$ cat src/rtl/chbq_pkg.sv
`timescale 1ns / 1ps
`default_nettype none
// ----------------------------------------------------------------------------
// chbq_pkg: shared types and microcode for the cascaded high-pass dc blocker
// control word layout, step codes, register indexes and the microcode rom
// ----------------------------------------------------------------------------
package chbq_pkg;

  // fixed arithmetic format
  localparam int unsigned COEF_BITS    = 32;  // coefficient operand, signed q2.x
  localparam int unsigned ACC_FRAC     = 20;  // fraction bits below the sample lsb
  localparam int unsigned ST_BITS      = 48;  // delay state width
  localparam int unsigned PROD_LIM_EXP = 52;  // scaled products clamp to +-2^52
  localparam int unsigned SCW          = 54;  // scaled product width
  localparam int unsigned AW           = 56;  // accumulator width
  localparam int unsigned XW           = 66;  // widened product for scaling

  // configuration register indexes
  typedef enum logic [1:0] {
    REG_ENABLE  = 2'd0,
    REG_COEF_B0 = 2'd1,
    REG_COEF_A1 = 2'd2,
    REG_COEF_A2 = 2'd3
  } reg_idx_e;

  // multiplier coefficient select
  typedef enum logic [1:0] {
    MUL_NONE,
    MUL_B0,
    MUL_A1,
    MUL_A2
  } mul_e;

  // accumulator operations
  typedef enum logic [2:0] {
    ALU_NOP,
    ALU_T0_D0,    // acc = t0 + d0
    ALU_D1_T0X2,  // acc = d1 - 2*t0
    ALU_ACC_SC,   // acc = acc - sc
    ALU_T0_SC     // acc = t0 - sc
  } alu_e;

  // microprogram steps
  typedef enum logic [3:0] {
    S_MB0    = 4'd0,
    S_SC_T0  = 4'd1,
    S_ACC_D0 = 4'd2,
    S_RND    = 4'd3,
    S_MA1    = 4'd4,
    S_SC_A1  = 4'd5,
    S_SUB_A1 = 4'd6,
    S_WR_D0  = 4'd7,
    S_WR_D1  = 4'd8,
    S_OUT    = 4'd9
  } step_e;

  typedef struct packed {
    mul_e  mul;
    logic  scale_t0;
    logic  scale_sc;
    alu_e  alu;
    logic  round_x;
    logic  wr_d0;
    logic  wr_d1;
    logic  stage_jmp;  // next section: jump to target, or fall through after the last
    logic  emit;
    step_e target;
  } ucode_t;

  typedef struct packed {
    ucode_t uc;
    logic   load;       // sample taken this cycle
    logic   load_zero;  // filter off: result is zero
    logic   clear;      // config write clears delay state
  } dp_ctl_t;

  localparam ucode_t UC_NOP = '{
    mul:       MUL_NONE,
    scale_t0:  1'b0,
    scale_sc:  1'b0,
    alu:       ALU_NOP,
    round_x:   1'b0,
    wr_d0:     1'b0,
    wr_d1:     1'b0,
    stage_jmp: 1'b0,
    emit:      1'b0,
    target:    S_MB0
  };

  // microcode rom, one control word per step
  function automatic ucode_t ucode(step_e pc);
    ucode_t uc;
    uc = UC_NOP;
    case (pc)
      S_MB0: begin
        uc.mul = MUL_B0;
      end
      S_SC_T0: begin
        uc.scale_t0 = 1'b1;
      end
      S_ACC_D0: begin
        uc.alu = ALU_T0_D0;
      end
      S_RND: begin
        uc.round_x = 1'b1;
        uc.alu     = ALU_D1_T0X2;
      end
      S_MA1: begin
        uc.mul = MUL_A1;
      end
      S_SC_A1: begin
        uc.scale_sc = 1'b1;
        uc.mul      = MUL_A2;
      end
      S_SUB_A1: begin
        uc.alu      = ALU_ACC_SC;
        uc.scale_sc = 1'b1;
      end
      S_WR_D0: begin
        uc.wr_d0 = 1'b1;
        uc.alu   = ALU_T0_SC;
      end
      S_WR_D1: begin
        uc.wr_d1     = 1'b1;
        uc.mul       = MUL_B0;
        uc.stage_jmp = 1'b1;
        uc.target    = S_SC_T0;
      end
      S_OUT: begin
        uc.emit = 1'b1;
      end
      default: begin
        uc = UC_NOP;
      end
    endcase
    return uc;
  endfunction

endpackage
`default_nettype wire

$ cat src/rtl/chbq_ctrl.sv
`timescale 1ns / 1ps
`default_nettype none
// ----------------------------------------------------------------------------
// chbq_ctrl: microprogram sequencer
// step counter, section counter and input handshake; drives the datapath
// ----------------------------------------------------------------------------
module chbq_ctrl import chbq_pkg::*; #(
  parameter int unsigned NUM_STAGES = 2,
  localparam int unsigned SW = (NUM_STAGES > 1) ? $clog2(NUM_STAGES) : 1
) (
  input  wire logic          clk_i,
  input  wire logic          rst_ni,
  input  wire logic          in_valid_i,
  output      logic          in_ready_o,
  input  wire logic          enable_i,
  input  wire logic          clear_i,
  input  wire logic          out_free_i,
  output      dp_ctl_t       ctl_o,
  output      logic [SW-1:0] stage_o
);

  localparam logic [SW-1:0] LAST_STAGE = SW'(NUM_STAGES - 1);

  logic          busy_q;
  step_e         pc_q;
  logic [SW-1:0] stage_q;
  ucode_t        uc;
  logic          accept;

  assign uc         = busy_q ? ucode(pc_q) : UC_NOP;
  assign accept     = in_valid_i && !busy_q;
  assign in_ready_o = !busy_q;
  assign stage_o    = stage_q;

  assign ctl_o = '{uc: uc, load: accept, load_zero: !enable_i, clear: clear_i};

  always_ff @(posedge clk_i or negedge rst_ni) begin
    if (!rst_ni) begin
      busy_q  <= 1'b0;
      pc_q    <= S_MB0;
      stage_q <= '0;
    end else if (accept) begin
      busy_q  <= 1'b1;
      pc_q    <= enable_i ? S_MB0 : S_OUT;
      stage_q <= '0;
    end else if (busy_q) begin
      if (uc.emit) begin
        if (out_free_i) begin
          busy_q <= 1'b0;
        end
      end else if (uc.stage_jmp) begin
        if (stage_q == LAST_STAGE) begin
          stage_q <= '0;
          pc_q    <= step_e'(pc_q + 4'd1);
        end else begin
          stage_q <= stage_q + SW'(1);
          pc_q    <= uc.target;
        end
      end else begin
        pc_q <= step_e'(pc_q + 4'd1);
      end
    end
  end

endmodule
`default_nettype wire

$ cat src/rtl/chbq_datapath.sv
`timescale 1ns / 1ps
`default_nettype none
// ----------------------------------------------------------------------------
// chbq_datapath: shared multiplier, product scaler, accumulator and delay state
// executes one control word per cycle for the current section
// ----------------------------------------------------------------------------
module chbq_datapath import chbq_pkg::*; #(
  parameter int unsigned SAMPLE_BITS    = 24,
  parameter int unsigned COEF_FRAC_BITS = 30,
  parameter int unsigned NUM_STAGES     = 2,
  localparam int unsigned SW = (NUM_STAGES > 1) ? $clog2(NUM_STAGES) : 1
) (
  input  wire logic                          clk_i,
  input  wire logic                          rst_ni,
  input  wire dp_ctl_t                       ctl_i,
  input  wire logic [SW-1:0]                 stage_i,
  input  wire logic signed [SAMPLE_BITS-1:0] sample_i,
  input  wire logic signed [COEF_BITS-1:0]   coef_b0_i,
  input  wire logic signed [COEF_BITS-1:0]   coef_a1_i,
  input  wire logic signed [COEF_BITS-1:0]   coef_a2_i,
  output      logic signed [SAMPLE_BITS-1:0] y_o
);

  localparam int unsigned PW = SAMPLE_BITS + COEF_BITS;
  localparam int K  = int'(COEF_FRAC_BITS) - int'(ACC_FRAC);
  localparam int unsigned KR = (K >= 0) ? K : 0;
  localparam int unsigned KL = (K < 0) ? -K : 0;

  localparam logic signed [XW-1:0] LIM     = XW'(1) << PROD_LIM_EXP;
  localparam logic signed [XW-1:0] PRE_LIM = LIM >>> KL;
  localparam logic signed [AW-1:0] RND     = AW'(1) << (ACC_FRAC - 1);
  localparam logic signed [AW-1:0] Y_MAX   = (AW'(1) << (SAMPLE_BITS - 1)) - AW'(1);
  localparam logic signed [AW-1:0] Y_MIN   = -(AW'(1) << (SAMPLE_BITS - 1));
  localparam logic signed [AW-1:0] ST_MAX  = (AW'(1) << (ST_BITS - 1)) - AW'(1);
  localparam logic signed [AW-1:0] ST_MIN  = -(AW'(1) << (ST_BITS - 1));

  logic signed [SAMPLE_BITS-1:0] x_q;
  logic signed [PW-1:0]          prod_q;
  logic signed [SCW-1:0]         t0_q;
  logic signed [SCW-1:0]         sc_q;
  logic signed [AW-1:0]          acc_q;
  logic signed [ST_BITS-1:0]     d0_q [NUM_STAGES];
  logic signed [ST_BITS-1:0]     d1_q [NUM_STAGES];

  logic signed [COEF_BITS-1:0]   coef_m;
  logic signed [PW-1:0]          prod_d;
  logic signed [XW-1:0]          pext;
  logic signed [XW-1:0]          psh;
  logic signed [XW-1:0]          pcl;
  logic signed [SCW-1:0]         pscaled;
  logic signed [ST_BITS-1:0]     d0_rd;
  logic signed [ST_BITS-1:0]     d1_rd;
  logic signed [AW-1:0]          acc_d;
  logic signed [AW-1:0]          rnd;
  logic signed [AW-1:0]          y_full;
  logic signed [SAMPLE_BITS-1:0] y_sat;
  logic signed [ST_BITS-1:0]     st_sat;

  assign y_o   = x_q;
  assign d0_rd = d0_q[stage_i];
  assign d1_rd = d1_q[stage_i];

  // coefficient select and multiplier
  always_comb begin
    case (ctl_i.uc.mul)
      MUL_B0:  coef_m = coef_b0_i;
      MUL_A1:  coef_m = coef_a1_i;
      MUL_A2:  coef_m = coef_a2_i;
      default: coef_m = coef_b0_i;
    endcase
  end

  assign prod_d = x_q * coef_m;

  // bring product to 20 fraction bits with floor, clamp to +-2^52
  always_comb begin
    pext = prod_q;
    psh  = pext >>> KR;
    if (psh > PRE_LIM) begin
      pcl = PRE_LIM;
    end else if (psh < -PRE_LIM) begin
      pcl = -PRE_LIM;
    end else begin
      pcl = psh;
    end
    pscaled = SCW'(pcl <<< KL);
  end

  // accumulator
  always_comb begin
    case (ctl_i.uc.alu)
      ALU_T0_D0:   acc_d = AW'(t0_q) + AW'(d0_rd);
      ALU_D1_T0X2: acc_d = AW'(d1_rd) - (AW'(t0_q) <<< 1);
      ALU_ACC_SC:  acc_d = acc_q - AW'(sc_q);
      ALU_T0_SC:   acc_d = AW'(t0_q) - AW'(sc_q);
      default:     acc_d = acc_q;
    endcase
  end

  // round half up and saturate to the sample range
  always_comb begin
    rnd    = acc_q + RND;
    y_full = rnd >>> ACC_FRAC;
    if (y_full > Y_MAX) begin
      y_sat = SAMPLE_BITS'(Y_MAX);
    end else if (y_full < Y_MIN) begin
      y_sat = SAMPLE_BITS'(Y_MIN);
    end else begin
      y_sat = SAMPLE_BITS'(y_full);
    end
  end

  // saturate new delay value to 48 bits
  always_comb begin
    if (acc_q > ST_MAX) begin
      st_sat = ST_BITS'(ST_MAX);
    end else if (acc_q < ST_MIN) begin
      st_sat = ST_BITS'(ST_MIN);
    end else begin
      st_sat = ST_BITS'(acc_q);
    end
  end

  always_ff @(posedge clk_i) begin
    if (ctl_i.load) begin
      x_q <= ctl_i.load_zero ? '0 : sample_i;
    end else if (ctl_i.uc.round_x) begin
      x_q <= y_sat;
    end
    if (ctl_i.uc.mul != MUL_NONE) begin
      prod_q <= prod_d;
    end
    if (ctl_i.uc.scale_t0) begin
      t0_q <= pscaled;
    end
    if (ctl_i.uc.scale_sc) begin
      sc_q <= pscaled;
    end
    acc_q <= acc_d;
  end

  always_ff @(posedge clk_i or negedge rst_ni) begin
    if (!rst_ni) begin
      for (int i = 0; i < NUM_STAGES; i++) begin
        d0_q[i] <= '0;
        d1_q[i] <= '0;
      end
    end else if (ctl_i.clear) begin
      for (int i = 0; i < NUM_STAGES; i++) begin
        d0_q[i] <= '0;
        d1_q[i] <= '0;
      end
    end else begin
      if (ctl_i.uc.wr_d0) begin
        d0_q[stage_i] <= st_sat;
      end
      if (ctl_i.uc.wr_d1) begin
        d1_q[stage_i] <= st_sat;
      end
    end
  end

endmodule
`default_nettype wire

$ cat src/rtl/cascaded_highpass_biquad_dc_block_unit.sv
`timescale 1ns / 1ps
`default_nettype none
// ----------------------------------------------------------------------------
// cascaded_highpass_biquad_dc_block_unit: dc blocker, cascaded high-pass biquads
// NUM_STAGES identical transposed direct form ii sections with b1 = -2*b0
// ----------------------------------------------------------------------------
// Each sample passes through NUM_STAGES identical second-order high-pass
// sections; every section output is rounded half up and saturated to
// SAMPLE_BITS and feeds both the next section and its own feedback. The three
// products of each section (b1 and b2 reuse the b0 product) run on one shared
// SAMPLE_BITSx32 multiplier under control of a small microprogram, so a sample
// occupies the block until its result enters the output register, and the next
// one is accepted only after that. With the filter disabled a sample skips the
// section steps and gives out_sample 0 with filtered 0.
// A finished result sits in an output register, so the next sample is taken
// while the result waits for the consumer. Writing any coefficient or the
// enable register clears all delay state at once; write configuration only
// while no sample is in flight.
// ----------------------------------------------------------------------------
module cascaded_highpass_biquad_dc_block_unit import chbq_pkg::*; #(
  parameter int unsigned SAMPLE_BITS    = 24,
  parameter int unsigned COEF_FRAC_BITS = 30,
  parameter int unsigned NUM_STAGES     = 2,
  localparam int unsigned TDW = ((SAMPLE_BITS + 7) / 8) * 8
) (
  input  wire logic                 clk_i,
  input  wire logic                 rst_ni,
  // configuration write port
  input  wire logic                 cfg_we_i,
  input  wire logic [1:0]           cfg_idx_i,
  input  wire logic [COEF_BITS-1:0] cfg_wdata_i,
  // sample input
  input  wire logic                 s_axis_tvalid,
  output      logic                 s_axis_tready,
  input  wire logic [TDW-1:0]       s_axis_tdata,   // [SAMPLE_BITS-1:0] in_sample
  // result output
  output      logic                 m_axis_tvalid,
  input  wire logic                 m_axis_tready,
  output      logic [TDW-1:0]       m_axis_tdata,   // [SAMPLE_BITS-1:0] out_sample
  output      logic [0:0]           m_axis_tuser    // [0] filtered
);

  localparam int unsigned SW = (NUM_STAGES > 1) ? $clog2(NUM_STAGES) : 1;

  // configuration registers
  logic                        enable_q;
  logic [COEF_BITS-2:0]        coef_b0_q;
  logic signed [COEF_BITS-1:0] coef_a1_q;
  logic [COEF_BITS-2:0]        coef_a2_q;

  // output register
  logic                        out_valid_q;
  logic [SAMPLE_BITS-1:0]      out_sample_q;
  logic                        out_filt_q;

  dp_ctl_t                     ctl;
  logic [SW-1:0]               stage;
  logic signed [SAMPLE_BITS-1:0] y;
  logic                        out_free;
  logic                        emit;

  // output slot free when empty or being drained this cycle
  assign out_free = !out_valid_q || m_axis_tready;
  assign emit     = ctl.uc.emit && out_free;

  always_ff @(posedge clk_i or negedge rst_ni) begin
    if (!rst_ni) begin
      enable_q  <= 1'b0;
      coef_b0_q <= '0;
      coef_a1_q <= '0;
      coef_a2_q <= '0;
    end else if (cfg_we_i) begin
      case (reg_idx_e'(cfg_idx_i))
        REG_ENABLE:  enable_q  <= cfg_wdata_i[0];
        REG_COEF_B0: coef_b0_q <= cfg_wdata_i[COEF_BITS-2:0];
        REG_COEF_A1: coef_a1_q <= cfg_wdata_i;
        REG_COEF_A2: coef_a2_q <= cfg_wdata_i[COEF_BITS-2:0];
        default:     enable_q  <= enable_q;
      endcase
    end
  end

  chbq_ctrl #(
    .NUM_STAGES (NUM_STAGES)
  ) u_ctrl (
    .clk_i      (clk_i),
    .rst_ni     (rst_ni),
    .in_valid_i (s_axis_tvalid),
    .in_ready_o (s_axis_tready),
    .enable_i   (enable_q),
    .clear_i    (cfg_we_i),      // every index in range clears the delays
    .out_free_i (out_free),
    .ctl_o      (ctl),
    .stage_o    (stage)
  );

  chbq_datapath #(
    .SAMPLE_BITS    (SAMPLE_BITS),
    .COEF_FRAC_BITS (COEF_FRAC_BITS),
    .NUM_STAGES     (NUM_STAGES)
  ) u_datapath (
    .clk_i     (clk_i),
    .rst_ni    (rst_ni),
    .ctl_i     (ctl),
    .stage_i   (stage),
    .sample_i  (s_axis_tdata[SAMPLE_BITS-1:0]),
    .coef_b0_i ({1'b0, coef_b0_q}),
    .coef_a1_i (coef_a1_q),
    .coef_a2_i ({1'b0, coef_a2_q}),
    .y_o       (y)
  );

  // result register, drained by the output transaction
  always_ff @(posedge clk_i or negedge rst_ni) begin
    if (!rst_ni) begin
      out_valid_q <= 1'b0;
    end else if (emit) begin
      out_valid_q <= 1'b1;
    end else if (m_axis_tready) begin
      out_valid_q <= 1'b0;
    end
  end

  always_ff @(posedge clk_i) begin
    if (emit) begin
      out_sample_q <= y;
      out_filt_q   <= enable_q;
    end
  end

  assign m_axis_tvalid = out_valid_q;
  assign m_axis_tdata  = TDW'(out_sample_q);
  assign m_axis_tuser  = out_filt_q;

endmodule
`default_nettype wire
$ cat config.mk
export PLATFORM = sky130hd
export DESIGN_NAME = cascaded_highpass_biquad_dc_block_unit
export DESIGN_NICKNAME = d
export VERILOG_FILES = /design/src/rtl/chbq_pkg.sv /design/src/rtl/chbq_ctrl.sv /design/src/rtl/chbq_datapath.sv /design/src/rtl/cascaded_highpass_biquad_dc_block_unit.sv
export SDC_FILE = /design/constraint.sdc
export NUM_CORES = 2
export LEC_CHECK = 0
export BUFFER_PORTS_ARGS = -buffer_cell sky130_fd_sc_hd__buf_2
export CORE_UTILIZATION = 45
export CTS_CLUSTER_DIAMETER = 40
export DETAILED_ROUTE_END_ITERATION = 10
export GPL_TIMING_DRIVEN = 0
export PLACE_DENSITY = 0.66
export SKIP_LAST_GASP = 1
export SLEW_MARGIN = 40
export SYNTH_ARGS = -nofsm -noshare
export SYNTH_HDL_FRONTEND = slang
export SYNTH_SLANG_ARGS = --single-unit
$ cat constraint.sdc
create_clock -name clk_i -period 22.8 [get_ports clk_i]
set_input_delay 5.7 -clock clk_i [delete_from_list [all_inputs] [get_ports clk_i]]
set_output_delay 5.7 -clock clk_i [all_outputs]
set_load 0.02 [all_outputs]
* After elaboration in Yosys (flattened, before gate mapping)
Cells that the tools add are included.
Storage, ports and cells: flip-flop bits (word level) 563, input port bits 63, output and inout bits 27, word-level logic and storage cells 131
Cells by class: add/subtract/negate cells 7, multiply operators 1, order comparisons 8, equal/unequal tests 19, muxes and demuxes 52, bitwise logic cells 1, reductions and logical operators 24
Operators with widths (number):
- 48-bit 2-to-1 mux | 9
- 96-bit 2-to-1 mux | 4
- 56-bit one-hot mux with 4 select lines | 1
- 96-bit bitwise mux | 2
- 24-bit 2-to-1 mux | 5
- 54-bit 2-to-1 mux | 2
- 32-bit one-hot mux with 2 select lines | 1
- 56-bit by 21-bit adder with 56-bit output, second input constant | 1
- 56-bit by 48-bit greater-than comparator with 1-bit output, second input constant | 1
- 56-bit by 48-bit less-than comparator with 1-bit output, second input constant | 1
- 24-bit by 32-bit multiplier with 56-bit output | 1
- 48-bit by 55-bit subtractor with 56-bit output | 1
- 56-bit by 54-bit subtractor with 56-bit output | 1
- 54-bit by 48-bit adder with 55-bit output | 1
- 54-bit by 54-bit subtractor with 55-bit output | 1
- 46-bit by 54-bit greater-than comparator with 1-bit output, second input constant | 1
- 46-bit by 53-bit less-than comparator with 1-bit output, second input constant | 1
- 48-bit demux with 1-bit select | 1
- 36-bit by 24-bit greater-than comparator with 1-bit output, second input constant | 1
- 36-bit by 24-bit less-than comparator with 1-bit output, second input constant | 1
- 4-bit 2-to-1 mux | 6
- 1-bit 2-to-1 mux | 17
- 4-bit by 3-bit equality test with 1-bit output, second input constant | 4
- 16-bit 2-to-1 mux | 1
- 27 further kinds | 47

* Depth between registers and ports, before layout
word-level depth 9, gate-level depth with buffers 36, mapped depth without buffers 33

* Cells and area by module
From an unflattened synthesis, not the netlist that was laid out.
Second synthesis, totals: cells, all modules 6399, area, all modules 60618.1 µm²
By module, submodules not included:
- chbq_datapath | times used 1, cells each 6098, area an instance 55699.7 µm², sequential area each 11350.9 µm²
- cascaded_highpass_biquad_dc_block_unit | times used 1, cells each 233, area an instance 4355.4 µm², sequential area each 3153.0 µm²
- chbq_ctrl | times used 1, cells each 68, area an instance 563.0 µm², sequential area each 150.1 µm²

* Worst setup path before layout
No wires, ideal clock.
kind reg-to-reg, start point reg u_ctrl.pc_q[1], end point reg u_datapath.prod_q[53] (data pin), library setup time 0.258 ns, data arrival time 8.106 ns, data required time 22.542 ns, slack 14.436 ns, stages on the path, launching flop included 35, buffers on the path 3, period minus slack after synthesis 8.364 ns, cells stage by stage dfrtp_1 -> inv_1 -> ha_1 -> or2_2 -> and2_1 -> clkbuf_1 -> clkbuf_1 -> o22ai_1 -> nor2_1 -> clkbuf_1 -> nand2_1 -> fa_1 -> inv_1 -> fa_1 -> inv_1 -> fa_1 -> inv_1 -> fa_1 -> fa_1 -> fa_1 -> inv_1 -> fa_1 -> inv_1 -> ha_1 -> a21o_1 -> a21o_1 -> a21oi_1 -> o21ai_0 -> a21o_1 -> a22o_1 -> a31oi_1 -> nor2_1 -> o31a_1 -> nor2_1 -> xnor2_1
Between the ends: word-level cells in the longest chain between the ends 7, elaborated cells on any way between the ends 11, those cells by class mul: 1; eq/ne: 5; mux: 3; reduce/logical: 2
Ends and longest elaborated chain:
- from (decl) | line chbq_ctrl.sv:25 | step_e pc_q;
- from (signal assigned) | line chbq_ctrl.sv:44 | pc_q <= enable_i ? S_MB0 : S_OUT;
- from (signal assigned) | line chbq_ctrl.sv:54 | pc_q <= step_e'(pc_q + 4'd1);
- from (signal assigned) | line chbq_ctrl.sv:57 | pc_q <= uc.target;
- 4-bit equality test / 4-bit zero test (equally long branches) | line chbq_pkg.sv:94 | case (pc)
- 2-bit OR reduction (no line)
- 2-bit one-hot mux with 3 select lines (*) | line chbq_pkg.sv:94
- 16-bit 2-to-1 mux (*) | line chbq_ctrl.sv:30 | assign uc = busy_q ? ucode(pc_q) : UC_NOP;
- 2-bit equality test | line chbq_datapath.sv:65 | case (ctl_i.uc.mul)
- 32-bit one-hot mux with 2 select lines (*) | line chbq_datapath.sv:65
- 24-bit by 32-bit multiplier with 56-bit output (*) | line chbq_datapath.sv:73 | assign prod_d = x_q * coef_m;
- named net u_datapath.prod_d[53] | line chbq_datapath.sv:46 | logic signed [PW-1:0] prod_d;
- to (signal assigned) | line chbq_datapath.sv:131 | prod_q <= prod_d;
- to (decl) | line chbq_datapath.sv:38 | logic signed [PW-1:0] prod_q;
The timed path passes the listed nets; every way through them passes the cells marked *. A chain may end at the register's enable or synchronous reset.

* Worst setup path in the final report
Ends and elaborated chain as after synthesis.

==> results.cfg <==
[run_status]
outcome = complete, no violations

[place]
port_buffers = 89
place_ws_ns = 11.84
hpwl_um = 167000
gp_congestion = 1.03

[floorplan]
die_area_um2 = 135000
io_pins = 90
num_rows = 133
initial_core_util_pct = 45.5
die_y_um = 367
die_x_um = 367
core_um2 = 132000

[clocking]
numCtsBuffers = 87
cts_resized = 0
clk_latency_ns = 0.73
hold_buffers = 0
clockRootBuffer = clkbuf_16
htree_levels = 3
clockBufferDepth = 3
post-cts-setup-buffer-count = 0
path_clk_slew_ns = 0.06
cts_tree = yes
clock-sinks = 537

[sta]
finClkSkew_ns = 0.0723
maxSlewViolCount = 0
worst_pin_slew_ns = 0.965
slew_headroom_pct = 35.7
fmax_mhz = 90.3
period_share_pct = 48.6
final-setup-viol-count = 0
hold_viol = 0
worst_slack_ns = 11.73
finalCriticalPeriod_ns = 11.07
holdWs_ns = 0.441
rsz0062_at_grt = no
setup_tns_ns = 0

[logic_synthesis]
synthCells = 6315
async_reset_ff_share_pct = 54.7
avgSynthCellArea_um2 = 9.50
synth_cell_types = 93
synth_flop_cell = dfrtp_1
synthTopCellsByArea = fa_1, dfrtp_1, edfxtp_1
syn-num-nets = 7515
syn-cell-area_um2 = 60000
synth_top_area_share_pct = 26.2
synth_warnings = 0
synth-edff-count = 243
ys_seq_area_share_pct = 24.4
yosys_register_bits = 537
post-synth-top-area-cell = fa_1

[global_routing]
grt_pass1_vias = 48665
grt_usage_pct = 30.3
gr-total-overflow = 0
antenna_found_initial = 7
grt_max_degree = 72
grt_pass1_wl_um = 305000

[routing]
num_vias = 47605
routed_wl_um = 203000
via_per_inst = 5.70
drc_errors = 0
dr.pass1.iters = 5
wl_per_cell_um = 24.3
drtIter0Drc = 4202
ant_nets = 0

[hold_path]
min_from = u_datapath.prod_q[36]
hold_end = u_datapath.t0_q[26]
holdPathStages = 0
hold_path_class = register to register

[layout]
fin_util_pct = 50.2
area_delta_synth_final_pct = 10.4
final_nets = 7715
layout-drive-gt1-share_pct = 8.21
n_fill_cell = 12197

[worst_setup_path]
regToRegEndpoint = u_datapath.prod_q[53]
r2r_slack_ns = 11.73
worstPathArrival_ns = 11.55
start_kind = register
cp_slowest_stage_delay_ns = 0.65
worstPathMaxFanout = 10
crit_path_frequent_cell = fa_1
r2r_cells = 32
crit_start = u_ctrl.pc_q[1]
crit_path_end_kind = register
slowest_stage = nor2_1
required_ns = 23.28
worst-setup-path-type = register to register
timing.rr.start = u_ctrl.pc_q[1]

[flow_run]
cap_violations = 0
cells in the mapped netlist, types with 29 or more instances:
library cell,count
inv_1,940
a21o_1,160
nand2b_1,33
nand2_1,735
mux2_2,189
nor2_1,230
nor3_1,33
nand4_1,49
a21oi_1,305
ha_1,351
and3_1,50
xnor2_1,153
a31oi_1,39
a221o_1,35
nor2b_1,36
edfxtp_1,243
o21a_1,33
dfrtp_1,294
o211ai_1,29
o21bai_1,29
clkbuf_1,289
a211oi_1,36
nand3_1,70
o22ai_1,53
and2_1,362
xor2_1,101
fa_1,786
o21ai_0,354
cells by family (layout without fill, tap and decap cells):
group | after synthesis | after routing | synth area share [%]
and+or+nand+nor | 1690 | 1690 | 13.6
AOI/OAI and AO/OA | 1240 | 1240 | 13.1
other | 0 | 1 | 0
DFF | 537 | 537 | 24.4
xor gates and xnor gates | 254 | 254 | 3.71
muxes | 201 | 201 | 3.76
buffers and inverters | 1256 | 1530 | 7.91
adders and majority gates | 1137 | 1137 | 33.6
critical path, delay by kind of cell, from the launching register on:
family          cells  cell delay, ns
fa+ha+maj           9            4.53
flops               1            0.44
xor+xnor            1            0.07
buf+inv             7            1.91
simple gates        6            1.47
compound gates      9            2.44
placed cells by master, fill, tap and decap left out, types with 227 or more instances in the layout:
cell type,count
inv_1,940
fa_1,785
nand2_1,734
and2_1,361
o21ai_0,351
ha_1,351
a21oi_1,304
dfrtp_1,294
clkbuf_1,269
edfxtp_1,243
nor2_1,227
how the worst max path moves through the flow:
stage	slack, ns	endpoint
final	11.73	u_datapath.prod_q[53]
after global routing	11.22	u_datapath.prod_q[53]
after CTS	11.87	u_datapath.prod_q[53]
after detailed placement	11.84	u_datapath.prod_q[53]
after global placement	10.39	coef_a1_q[29]
after floorplan	14.44	u_datapath.prod_q[53]
through the flow:
step / area [µm²] / std cells
after floorplan: 60000 / 6315
after global placement: 62600 / 8159
after detailed placement: 63100 / 8179
after CTS: 66200 / 8342
after global routing: 66200 / 8344
final: 66200 / 8345
metal layers:
metal | up-vias | part of all wire [%] | global-route usage (%)
met5 | - | 0.013 | 0
li1 | 21240 | - | -
met4 | 4 | 5.0 | 13.2
met1 | 23812 | 41 | 40.4
met2 | 2138 | 44 | 46.8
met3 | 411 | 9.9 | 7.54
state kept, by name, indices dropped and copies added, names as in the netlist, 4 cells and up:
register	flops
coef_a1_q	32
coef_a2_q	31
u_datapath.y_o	24
u_datapath.d1_q	96
u_datapath.prod_q	46
u_datapath.d0_q	96
coef_b0_q	31
u_ctrl.pc_q	4
u_datapath.acc_q	56
u_datapath.sc_q	46
u_datapath.t0_q	46
m_axis_tdata	24
layout make-up:
cell class | instances | area (µm²) | share of cell area [%]
diodes | 1 | 2.50 | 0.00378
repair buffers | 111 | 835 | 1.26
clock inverters | 60 | 791 | 1.19
inverters | 941 | 3530 | 5.33
multi-input cells | 4522 | 40700 | 61.4
plain buffers | 315 | 1250 | 1.89
flip-flops and latches | 537 | 14700 | 22.1
clock buffers | 103 | 2300 | 3.47
well taps | 1755 | 2200 | 3.32
Power is not shown: default switching activity piles up to over one toggle a cycle in this logic, so the estimate is an artifact.
